### config.mk
export PLATFORM = sky130hd
export DESIGN_NAME = sliding_window_median_core
export DESIGN_NICKNAME = d
export VERILOG_FILES = /design/src/design/swm_pkg.sv /design/src/design/sliding_window_median_core.sv /design/src/design/swm_engine.sv
export VERILOG_INCLUDE_DIRS = /design/src /design/src/design
export SDC_FILE = /design/constraint.sdc
export NUM_CORES = 2
export LEC_CHECK = 0
export BUFFER_PORTS_ARGS = -buffer_cell sky130_fd_sc_hd__clkbuf_2
export CORE_MARGIN = 2
export CORE_UTILIZATION = 48
export DETAILED_ROUTE_END_ITERATION = 16
export SYNTH_ARGS = -nofsm -noshare
export SYNTH_HDL_FRONTEND = slang
export SYNTH_HIERARCHICAL = 1
export SYNTH_SLANG_ARGS = --single-unit
export TNS_END_PERCENT = 30
### constraint.sdc
create_clock -name aclk -period 14.35 [get_ports aclk]
set_input_delay 2.1525 -clock aclk [delete_from_list [all_inputs] [get_ports aclk]]
set_output_delay 2.1525 -clock aclk [all_outputs]
set_load 0.005 [all_outputs]
### src/design/sliding_window_median_core_assert.svh
// Assertion macros for the sliding window median core.
// Needs a clock named aclk and an active-low reset named aresetn where used.
`ifndef SLIDING_WINDOW_MEDIAN_CORE_ASSERT_SVH
`define SLIDING_WINDOW_MEDIAN_CORE_ASSERT_SVH

// The consequent must hold in the same cycle as the antecedent.
`define SWM_ASSERT_SAME(label, ante, cons, msg) \
    label: assert property (@(posedge aclk) disable iff (!aresetn) (ante) |-> (cons)) \
        else $error(msg);

// The consequent must hold in the cycle after the antecedent.
`define SWM_ASSERT_NEXT(label, ante, cons, msg) \
    label: assert property (@(posedge aclk) disable iff (!aresetn) (ante) |=> (cons)) \
        else $error(msg);

`endif

### src/design/swm_pkg.sv
// Shared constants, types and helpers for the sliding window median core.
// No dependencies; used by swm_engine and sliding_window_median_core.
`default_nettype none

package swm_pkg;

    localparam int WINDOW_MAX = 64;
    localparam int IDX_W      = $clog2(WINDOW_MAX);
    localparam int CNT_W      = IDX_W + 1;
    localparam int SAMPLE_W   = 32;
    localparam int MEDIAN_W   = SAMPLE_W + 1;

    localparam logic [CNT_W-1:0] WSIZE_RESET = CNT_W'(3);

    typedef enum logic [3:0] {
        ST_IDLE,
        ST_REM_RD,
        ST_REM_CMP,
        ST_INS_CHK,
        ST_INS_CMP,
        ST_MED_A,
        ST_MED_B,
        ST_MED_C,
        ST_DONE
    } state_t;

    typedef struct packed {
        logic [SAMPLE_W-1:0] sample;
        logic                sos;
    } job_t;

    typedef struct packed {
        logic                valid;
        logic [MEDIAN_W-1:0] median;
    } res_t;

    // A size of zero behaves as one, and anything above the store depth as the depth.
    function automatic logic [CNT_W-1:0] eff_window(input logic [CNT_W-1:0] ws);
        logic [CNT_W-1:0] w;
        w = ws;
        if (ws == '0) begin
            w = CNT_W'(1);
        end else if (ws > CNT_W'(WINDOW_MAX)) begin
            w = CNT_W'(WINDOW_MAX);
        end
        return w;
    endfunction

endpackage

`default_nettype wire

### src/design/sliding_window_median_core.sv
// Top level of the sliding window median core: handshakes, window size register
// and output register around swm_engine. Depends on swm_pkg and the assertion header.
//
//   Channel   Direction  Handshake            Word
//   s_        in         s_valid / s_ready    s_sample, s_start_of_sequence
//   m_        out        m_valid / m_ready    m_median_x2
//   cfg_      in         cfg_valid/cfg_ready  cfg_window_size
//
// A word that leaves the window full keeps the engine busy through these steps until it
// is ready again: a read and compare per entry to remove the leaving word, a read and shift
// per shifted entry for the insert, and reads of one or two middle entries for the median.
// A word into a filling window takes only the insert steps, and the median steps follow
// when it fills the window. Reset is synchronous and empties the window; the size
// returns to three. A result held in the output register does not block the next input
// word, but the engine waits in its final state while that register is still occupied.
`default_nettype none

`include "sliding_window_median_core_assert.svh"

module sliding_window_median_core (
    input  wire logic                          aclk,
    input  wire logic                          aresetn,
    input  wire logic                          s_valid,
    output logic                               s_ready,
    input  wire logic [swm_pkg::SAMPLE_W-1:0]  s_sample,
    input  wire logic                          s_start_of_sequence,
    output logic                               m_valid,
    input  wire logic                          m_ready,
    output logic [swm_pkg::MEDIAN_W-1:0]       m_median_x2,
    input  wire logic                          cfg_valid,
    output logic                               cfg_ready,
    input  wire logic [swm_pkg::CNT_W-1:0]     cfg_window_size
);
    import swm_pkg::*;

    logic [CNT_W-1:0]    wsize_reg, wsize_next;
    logic                m_valid_reg, m_valid_next;
    logic [MEDIAN_W-1:0] m_median_reg, m_median_next;

    logic [CNT_W-1:0]    w_eff;
    logic                eng_idle;
    logic                eng_start;
    logic                cfg_write;
    logic                out_free;
    job_t                eng_job;
    res_t                eng_res;

    assign cfg_ready = 1'b1;
    assign cfg_write = cfg_valid && cfg_ready;
    assign w_eff     = eff_window(wsize_reg);
    assign s_ready   = eng_idle;
    assign eng_start = s_valid && s_ready;
    assign out_free  = !m_valid_reg || m_ready;

    assign eng_job.sample = s_sample;
    assign eng_job.sos    = s_start_of_sequence;

    swm_engine u_engine (
        .aclk      (aclk),
        .aresetn   (aresetn),
        .start     (eng_start),
        .job       (eng_job),
        .win       (w_eff),
        .clear     (cfg_write),
        .res_ready (out_free),
        .idle      (eng_idle),
        .res       (eng_res)
    );

    always_comb begin
        wsize_next    = wsize_reg;
        m_valid_next  = m_valid_reg;
        m_median_next = m_median_reg;
        if (cfg_write) begin
            wsize_next = cfg_window_size;
        end
        if (m_valid_reg && m_ready) begin
            m_valid_next = 1'b0;
        end
        if (eng_res.valid && out_free) begin
            m_valid_next  = 1'b1;
            m_median_next = eng_res.median;
        end
    end

    always_ff @(posedge aclk) begin
        if (!aresetn) begin
            wsize_reg   <= WSIZE_RESET;
            m_valid_reg <= 1'b0;
        end else begin
            wsize_reg   <= wsize_next;
            m_valid_reg <= m_valid_next;
        end
    end

    always_ff @(posedge aclk) begin
        m_median_reg <= m_median_next;
    end

    assign m_valid     = m_valid_reg;
    assign m_median_x2 = m_median_reg;

    `SWM_ASSERT_NEXT(a_busy_after_accept, s_valid && s_ready, !s_ready, "engine idle after accepting a word")
    `SWM_ASSERT_NEXT(a_result_loaded, eng_res.valid && out_free, m_valid, "finished result not loaded")
    `SWM_ASSERT_NEXT(a_result_held, eng_res.valid && !out_free, eng_res.valid, "pending result dropped")
    `SWM_ASSERT_SAME(a_window_range, 1'b1, (w_eff != '0) && (w_eff <= CNT_W'(WINDOW_MAX)), "window size out of range")

endmodule

`default_nettype wire

### src/design/swm_engine.sv
// Sequencer, arrival ring, sorted store and shared comparator of the median core.
// Depends on swm_pkg.
`default_nettype none

module swm_engine (
    input  wire logic                       aclk,
    input  wire logic                       aresetn,
    input  wire logic                       start,
    input  wire swm_pkg::job_t              job,
    input  wire logic [swm_pkg::CNT_W-1:0]  win,
    input  wire logic                       clear,
    input  wire logic                       res_ready,
    output logic                            idle,
    output swm_pkg::res_t                   res
);
    import swm_pkg::*;

    logic [SAMPLE_W-1:0] arr_mem [WINDOW_MAX];
    logic [SAMPLE_W-1:0] srt_mem [WINDOW_MAX];

    state_t              state_reg, state_next;
    logic [CNT_W-1:0]    fill_reg, fill_next;
    logic [IDX_W-1:0]    ptr_reg, ptr_next;
    logic [CNT_W-1:0]    idx_reg, idx_next;
    logic                found_reg, found_next;
    logic                res_flag_reg, res_flag_next;
    logic [SAMPLE_W-1:0] sample_reg, sample_next;
    logic [MEDIAN_W-1:0] med_reg, med_next;
    logic [SAMPLE_W-1:0] arr_rd_reg;
    logic [SAMPLE_W-1:0] srt_rd_reg;

    logic                arr_we;
    logic                srt_we;
    logic [IDX_W-1:0]    srt_waddr;
    logic [SAMPLE_W-1:0] srt_wdata;
    logic                srt_re;
    logic [IDX_W-1:0]    srt_raddr;

    logic [CNT_W-1:0]    fill_eff;
    logic [IDX_W-1:0]    ptr_eff;
    logic [CNT_W-1:0]    ptr_plus;
    logic [IDX_W-1:0]    ptr_wrap;
    logic                full_eff;
    logic [CNT_W-1:0]    idx_p1;
    logic [CNT_W-1:0]    idx_m1;
    logic [CNT_W-1:0]    half;
    logic [CNT_W-1:0]    half_m1;
    logic [SAMPLE_W-1:0] cmp_ref;
    logic                cmp_eq;
    logic                cmp_gt;
    state_t              finish_state;

    assign fill_eff = job.sos ? '0 : fill_reg;
    assign ptr_eff  = (job.sos || ({1'b0, ptr_reg} >= win)) ? '0 : ptr_reg;
    assign ptr_plus = {1'b0, ptr_eff} + CNT_W'(1);
    assign ptr_wrap = (ptr_plus >= win) ? '0 : ptr_plus[IDX_W-1:0];
    assign full_eff = (fill_eff >= win);
    assign idx_p1   = idx_reg + CNT_W'(1);
    assign idx_m1   = idx_reg - CNT_W'(1);
    assign half     = win >> 1;
    assign half_m1  = half - CNT_W'(1);

    // One comparator serves both the search for the leaving word and the insert.
    assign cmp_ref = (state_reg == ST_REM_CMP) ? arr_rd_reg : sample_reg;
    assign cmp_eq  = (srt_rd_reg == cmp_ref);
    assign cmp_gt  = ($signed(srt_rd_reg) > $signed(cmp_ref));

    assign finish_state = res_flag_reg ? ST_MED_A : ST_IDLE;

    always_ff @(posedge aclk) begin
        if (!aresetn) begin
            state_reg    <= ST_IDLE;
            fill_reg     <= '0;
            ptr_reg      <= '0;
            idx_reg      <= '0;
            found_reg    <= 1'b0;
            res_flag_reg <= 1'b0;
        end else begin
            state_reg    <= state_next;
            fill_reg     <= fill_next;
            ptr_reg      <= ptr_next;
            idx_reg      <= idx_next;
            found_reg    <= found_next;
            res_flag_reg <= res_flag_next;
        end
    end

    always_ff @(posedge aclk) begin
        sample_reg <= sample_next;
        med_reg    <= med_next;
    end

    always_ff @(posedge aclk) begin
        if (arr_we) begin
            arr_rd_reg       <= arr_mem[ptr_eff];
            arr_mem[ptr_eff] <= job.sample;
        end
    end

    always_ff @(posedge aclk) begin
        if (srt_we) begin
            srt_mem[srt_waddr] <= srt_wdata;
        end
        if (srt_re) begin
            srt_rd_reg <= srt_mem[srt_raddr];
        end
    end

    always_comb begin
        state_next    = state_reg;
        fill_next     = fill_reg;
        ptr_next      = ptr_reg;
        idx_next      = idx_reg;
        found_next    = found_reg;
        res_flag_next = res_flag_reg;
        sample_next   = sample_reg;
        med_next      = med_reg;
        arr_we        = 1'b0;
        srt_we        = 1'b0;
        srt_waddr     = idx_reg[IDX_W-1:0];
        srt_wdata     = sample_reg;
        srt_re        = 1'b0;
        srt_raddr     = idx_reg[IDX_W-1:0];

        case (state_reg)
            ST_IDLE: begin
                if (start) begin
                    sample_next   = job.sample;
                    arr_we        = 1'b1;
                    ptr_next      = ptr_wrap;
                    res_flag_next = full_eff || ((fill_eff + CNT_W'(1)) == win);
                    if (full_eff) begin
                        fill_next  = win;
                        idx_next   = '0;
                        found_next = 1'b0;
                        state_next = ST_REM_RD;
                    end else begin
                        fill_next  = fill_eff + CNT_W'(1);
                        idx_next   = fill_eff;
                        state_next = ST_INS_CHK;
                    end
                end
            end
            ST_REM_RD: begin
                srt_re     = 1'b1;
                state_next = ST_REM_CMP;
            end
            ST_REM_CMP: begin
                if (found_reg) begin
                    srt_we    = 1'b1;
                    srt_waddr = idx_m1[IDX_W-1:0];
                    srt_wdata = srt_rd_reg;
                end else if (cmp_eq) begin
                    found_next = 1'b1;
                end
                if (idx_p1 == win) begin
                    idx_next   = win - CNT_W'(1);
                    state_next = ST_INS_CHK;
                end else begin
                    idx_next   = idx_p1;
                    state_next = ST_REM_RD;
                end
            end
            ST_INS_CHK: begin
                if (idx_reg == '0) begin
                    srt_we     = 1'b1;
                    state_next = finish_state;
                end else begin
                    srt_re     = 1'b1;
                    srt_raddr  = idx_m1[IDX_W-1:0];
                    state_next = ST_INS_CMP;
                end
            end
            ST_INS_CMP: begin
                srt_we = 1'b1;
                if (cmp_gt) begin
                    srt_wdata  = srt_rd_reg;
                    idx_next   = idx_m1;
                    state_next = ST_INS_CHK;
                end else begin
                    state_next = finish_state;
                end
            end
            ST_MED_A: begin
                srt_re     = 1'b1;
                srt_raddr  = half[IDX_W-1:0];
                state_next = ST_MED_B;
            end
            ST_MED_B: begin
                if (win[0]) begin
                    med_next   = {srt_rd_reg, 1'b0};
                    state_next = ST_DONE;
                end else begin
                    med_next   = {srt_rd_reg[SAMPLE_W-1], srt_rd_reg};
                    srt_re     = 1'b1;
                    srt_raddr  = half_m1[IDX_W-1:0];
                    state_next = ST_MED_C;
                end
            end
            ST_MED_C: begin
                med_next   = med_reg + {srt_rd_reg[SAMPLE_W-1], srt_rd_reg};
                state_next = ST_DONE;
            end
            ST_DONE: begin
                if (res_ready) begin
                    state_next = ST_IDLE;
                end
            end
            default: begin
                state_next = ST_IDLE;
            end
        endcase

        if (clear) begin
            fill_next = '0;
            ptr_next  = '0;
        end
    end

    assign idle       = (state_reg == ST_IDLE);
    assign res.valid  = (state_reg == ST_DONE);
    assign res.median = med_reg;

endmodule

`default_nettype wire
# Word-level counts from Yosys, hierarchy flattened
# Memory sizes are Yosys's and may differ from the RTL's. A register that Yosys moved wholly into a read port is not among the register bits.
# Index checks and enable logic that the tools add are counted.
# Widths: inputs -> output; s select.
[word_totals] register_bits=132 latch_bits=0 ram_bits=4096 romBits=0 memories=2
[classes] add_sub_neg=7 n_mul=0 div=0 magnitude_cmp=5 eq_ne=15 shift=0 n_mux=50 bitwise=1 reduce_logical=20
[memory_table] memory="u_engine.arr_mem" depth=64 width=32 read_ports=1 rd_ports_with_merged_regs=1 write_ports=1 line_no="swm_engine.sv:18" rtl="logic [SAMPLE_W-1:0] arr_mem [WINDOW_MAX];"
[memory_table] memory="u_engine.srt_mem" depth=64 width=32 read_ports=1 rd_ports_with_merged_regs=1 write_ports=1 line_no="swm_engine.sv:19" rtl="logic [SAMPLE_W-1:0] srt_mem [WINDOW_MAX];"
[ops] op="$mux 32" count=4
[ops] op="$pmux 33 s2" count=1
[ops] op="$pmux 32 s2" count=1
[ops] op="$mux 7" count=8
[ops] op="$mux 6" count=6
[ops] op="$pmux 4 s9" count=1
[ops] op="$add 33x33->33" count=1
[ops] op="$eq 32x32->1" count=1
[ops] op="$gt 32x32->1" count=1
[ops] op="$pmux 7 s3" count=1
[ops] op="$mux 4" count=5
[ops] op="$pmux 6 s3" count=1
[ops] op="$eq 4x3->1 const B" count=4
[ops] op="$mux 1" count=16
[ops] op="$add 7x1->7 const B" count=2
[ops] op="$eq 7x7->1" count=2
[ops] op="$ge 7x7->1" count=2
[ops] op="$logic_not 7->1" count=2
[ops] op="$sub 7x1->7 const B" count=2
[ops] op="$eq 4x2->1 const B" count=2
[ops] op="$add 6x1->7 const B" count=1
[ops] op="$ge 6x7->1" count=1
[ops] op="$gt 7x7->1 const B" count=1
[ops] op="$ne 2x1->1 const B" count=3
[ops] op="other kinds (18)" count=29

# Logic depth before layout (Yosys ltp)
[depth] ltp_word=9 ltp_mapped=24 mapped_depth_nobuf=20

# Hierarchy
# Netlist, hierarchy kept.
[by_module_without_submodules] mod="swm_engine" instances=1 cells_each=8491 area_per_inst_um2=163660.7
[by_module_without_submodules] mod="sliding_window_median_core" instances=1 cells_each=72 area_per_inst_um2=1370.1

# Worst setup path before layout
# No wires, ideal clock.
[synth_path] kind="input to register" from="input s_start_of_sequence" to="register u_engine.ptr_reg[1]" arrival_time_ns=5.462 t_required_ns=14.284 path_slack_ns=8.822 stages=17 n_path_buf=4 cell_sequence="a211o_1 clkbuf_1 inv_1 clkbuf_1 buf_1 buf_1 ha_1 ha_1 a21o_1 a21o_1 a21oi_1 nor2b_1 o21ai_0 nand2b_1 a211oi_1 a22oi_1 nor2_1"
[synth_via] elab_chain_len=5
[synth_lines] item="from (decl)" line_no="sliding_window_median_core.sv:26" rtl="input wire logic s_start_of_sequence,"
[synth_lines] item="$logic_or 1x1->1 *" line_no="swm_engine.sv:54" rtl="assign ptr_eff = (job.sos || ({1'b0, ptr_reg} >= win)) ? '0 : ptr_reg;"
[synth_lines] item="$mux 6 *" line_no="swm_engine.sv:54"
[synth_lines] item="$add 6x1->7 *" line_no="swm_engine.sv:55" rtl="assign ptr_plus = {1'b0, ptr_eff} + CNT_W'(1);"
[synth_lines] item="$ge 7x7->1" line_no="swm_engine.sv:56" rtl="assign ptr_wrap = (ptr_plus >= win) ? '0 : ptr_plus[IDX_W-1:0];"
[synth_lines] item="$mux 6 *" line_no="swm_engine.sv:56"
[synth_lines] item="to (signal assigned)" line_no="swm_engine.sv:81" rtl="ptr_reg <= ptr_next;"
[synth_lines] item="to (decl)" line_no="swm_engine.sv:23" rtl="logic [IDX_W-1:0] ptr_reg, ptr_next;"
# Mark *: on every way between the ends. The rest lies on a longest branch, timed or not.
# A chain may end at the register's enable or synchronous reset.

# Final worst setup path
[layout_path] from="register wsize_reg[6]" to="register u_engine.arr_rd_reg[5] (read register of u_engine.arr_mem), data pin"
[layout_via] elab_chain_len=6 elab_cells_between_ends=7
[layout_lines] item="from (decl)" line_no="sliding_window_median_core.sv:36" rtl="logic [CNT_W-1:0] wsize_reg, wsize_next;"
[layout_lines] item="from (signal assigned)" line_no="sliding_window_median_core.sv:91" rtl="wsize_reg <= wsize_next;"
[layout_lines] item="$gt 7x7->1" line_no="swm_pkg.sv:43" rtl="end else if (ws > CNT_W'(WINDOW_MAX)) begin"
[layout_lines] item="$mux 7" line_no="swm_pkg.sv:43"
[layout_lines] item="$mux 7 *" line_no="swm_pkg.sv:41" rtl="if (ws == '0) begin"
[layout_lines] item="net w_eff[1]" line_no="sliding_window_median_core.sv:40" rtl="logic [CNT_W-1:0] w_eff;"
[layout_lines] item="$ge 6x7->1 *" line_no="swm_engine.sv:54"
[layout_lines] item="$logic_or 1x1->1 *" line_no="swm_engine.sv:54"
[layout_lines] item="$mux 6 *" line_no="swm_engine.sv:54"
[layout_lines] item="to (decl)" line_no="swm_engine.sv:29" rtl="logic [SAMPLE_W-1:0] arr_rd_reg;"
# Mark *: on every way through the listed nets, which the timed path passes. The rest lies on a longest branch.

==> results.tsv <==
metric	value	unit
Worst Hold Depth	0	
GRT Resource Usage Total	28.71	%
r2r endpoint	u_engine/arr_rd_reg[5]	
most frequent CP cell	buf_4	
largest cells by area after synthesis	edfxtp_1, mux4_2, a22oi_1	
Final Util	54.53	%
Reg clk slew, reported paths	0.06	ns
Int Pwr	23180	uW
Mapped Cells	8563	
largest net degree at the start of global routing	129	
hold buffer count at cts	0	
CTS tree	built	
die extent in x	590.4	um
sequential fraction of the synthesis area	77.89	%
hold path start	u_engine/med_reg[9]	
sw frac	29.25	%
Vias/cell	6.600	
yosys warns	6	
Final Wtd Congestion	0.9020	
Final Hold Fails	0	
CP required	15.04	ns
top_reg_cell synth	edfxtp_1	
Post-synth EDFFs	4258	
Worst Skew	0.08790	ns
critical path arrival	8.47	ns
first-pass GRT wire length	698300	um
Synth Cell Area	165000	um2
grt ovf	0	
DR WL met3	62020	um
power share of the combinational group	20.9	%
R2R cell count	15	
crit-path cells	nor2b_1, inv_1, ha_1, a21o_1, a21oi_1, o21ai_1, a211o_4, buf_4, buf_4, buf_4, mux2_2, a222oi_1, a31oi_1, nor4_1, nand3_1	
postcts setup bufs	0	
RSZ-0062 raised after global routing	false	
worst skew pair latency	1.00	ns
First-pass DRT Iterations	8	
Syn-to-layout area delta	13.25	%
Largest regs	u_engine/arr_mem x2048, u_engine/srt_mem x2048	
Resize count post-CTS	0	
vias in the first global route	87700	
DR DRC count	0	
largest area contributor in the netlist	edfxtp_1	
power per standard cell area	175.3	nW/um2
crit-path leading delay family	compound AO/OA/AOI/OAI gates	
DR top layer	met5	
die area	348500	um2
area share of the largest cell type after synthesis	77.48	%
kind of critical path	reg -> reg	
Hold Path Sink	m_median_x2[9]	
hpwl dp	282900	um
post-synth cell types	77	
CTS Buf Count	433	
Max Freq	128.6	MHz
sw power	9582	uW
R2R setup slack	6.57	ns
Seq pwr share	45.5	%
aggregate routed wire length	508400	um
CP max stage cell	o21ai_1	
Finish-stage setup viols	0	
cell with the most instances after synthesis	edfxtp_1	
failing checks	max-capacitance violations, max-slew violations	
final cycle utilization of the critical path	54.20	%
Root Driver	clkbuf_16	
Iteration-0 DRC Markers	15520	
FF-to-FF Start	wsize_reg[6]	
Syn Nets	8701	
Worst-Margin Slew	1.596	ns
DRT met1 WL	199500	um
worst vdd ir	0.1791	mV
CTS max path bufs	4	
Routed Antenna Nets	0	
Port-buffer cells	79	
max_cap viols	1	
critical path launch point type	flip-flop	
Setup TNS	0	ns
crit-path max FO	35	
die height	590.4	um
synthesized area per cell	19.27	um2
Post-synth top cells	edfxtp_1, a22oi_1, mux4_2	
starting density of the core	48.15	%
core box area	342700	um2
Vias	91550	
minimum clock period	7.778	ns
Crit. End Element	flip-flop	
status	complete, but fails checks	
CP Launch Point	wsize_reg[6]	
final net count	9058	
worst stage delay on the critical path	0.95	ns
Row Count	215	
H-tree Lvls	5	
Leak	0.05798	uW
Routed WL per cell	36.65	um
fraction of registers with async set/reset	0	%
Clk pwr share	33.6	%
max-slew violation count	7	
WL met2	226000	um
initial antenna violation count	72	
Buf+Inv Stages, Crit Path	4	
layout cells sized above 1	20.47	%
IO Pins	81	
Clock Sinks	4292	
number of synthesized register bits	4292	
relative slew slack	-6.405	%
worst hold path type	reg -> reg	
==> layout make-up <==
cell class / instances / area, um2
tap: 4557 / 5702
antenna: 32 / 80.08
timing repair buffer: 429 / 3223
clock buffer: 543 / 11440
multi-input combinational: 3729 / 35480
fill: 26250 / 155800
inverter: 35 / 135.1
sequential: 4292 / 128600
clock inverter: 254 / 2277
==> through the flow <==
stage          hold WS [ns]  setup slack (ns)  total power, uW  std cells  cell area, um2
2_1_floorplan        0.4334             8.822            18980       8563          165000
3_3_place_gp         0.4534             6.152            21820      13040          173000
3_5_place_dp         0.4501             6.675            21920      13040          173100
4_1_cts              0.4483             6.683            32800      13840          186800
5_1_grt              0.4647             6.371            33720      13840          186800
6_report             0.4439             6.572            32760      13870          186900
==> logic make-up after synthesis <==
| kind of cell | synth area share, % |
|---|---|
| compound gates | 7.004 |
| xor+xnor | 0.3798 |
| fa+ha+maj | 0.7096 |
| buf+inv | 1.354 |
| flops | 77.89 |
| mux | 10.25 |
| other cells | 0.002272 |
| simple gates | 2.414 |
==> placed cells by master (no fill, tap or decap), types with 29 or more instances in the layout <==
cell type  count
a21oi_1      306
a221oi_1      62
a222oi_1     200
a22oi_1      520
a31oi_1      108
buf_4        332
bufinv_16     35
clkbuf_1     101
clkbuf_16    442
clkbuf_2      69
clkinv_1     107
clkinv_2      88
dfxtp_1       31
diode_2       32
edfxtp_1    4258
ha_1          92
inv_1         31
mux2_2       187
mux2i_1      319
mux4_2       514
nand2_1      358
nand3_1       62
nor2_1       175
nor2_4       135
nor2b_1       29
o211ai_1      98
o21ai_0      160
or4_1         32
xnor2_1       45
==> per-layer routing <==
metal | up-vias | track usage (%)
met5 | - | 0
met1 | 48380 | 41.47
met4 | 22 | 10.50
li1 | 36470 | -
met3 | 872 | 7.130
met2 | 5803 | 42.54
==> power groups by stage <==
stage	registers [uW]	clock network (uW)	logic, uW
3_5_place_dp	15200	0	6760
6_report	14900	11000	6830
4_1_cts	14900	11100	6780
3_3_place_gp	15200	0	6670
2_1_floorplan	14900	0	4040
5_1_grt	14900	11600	7210
==> how the worst max path moves through the flow <==
stage	endpoint	slack, ns	depth (start not counted)
after floorplan	u_engine/ptr_reg[1]	8.82	17
after global placement	u_engine/arr_rd_reg[26]	6.15	15
after detailed placement	u_engine/arr_rd_reg[5]	6.68	15
after CTS	u_engine/arr_rd_reg[5]	6.68	15
after global routing	u_engine/arr_rd_reg[5]	6.37	15
final	u_engine/arr_rd_reg[5]	6.57	15
(Power assumes the default switching activity.)
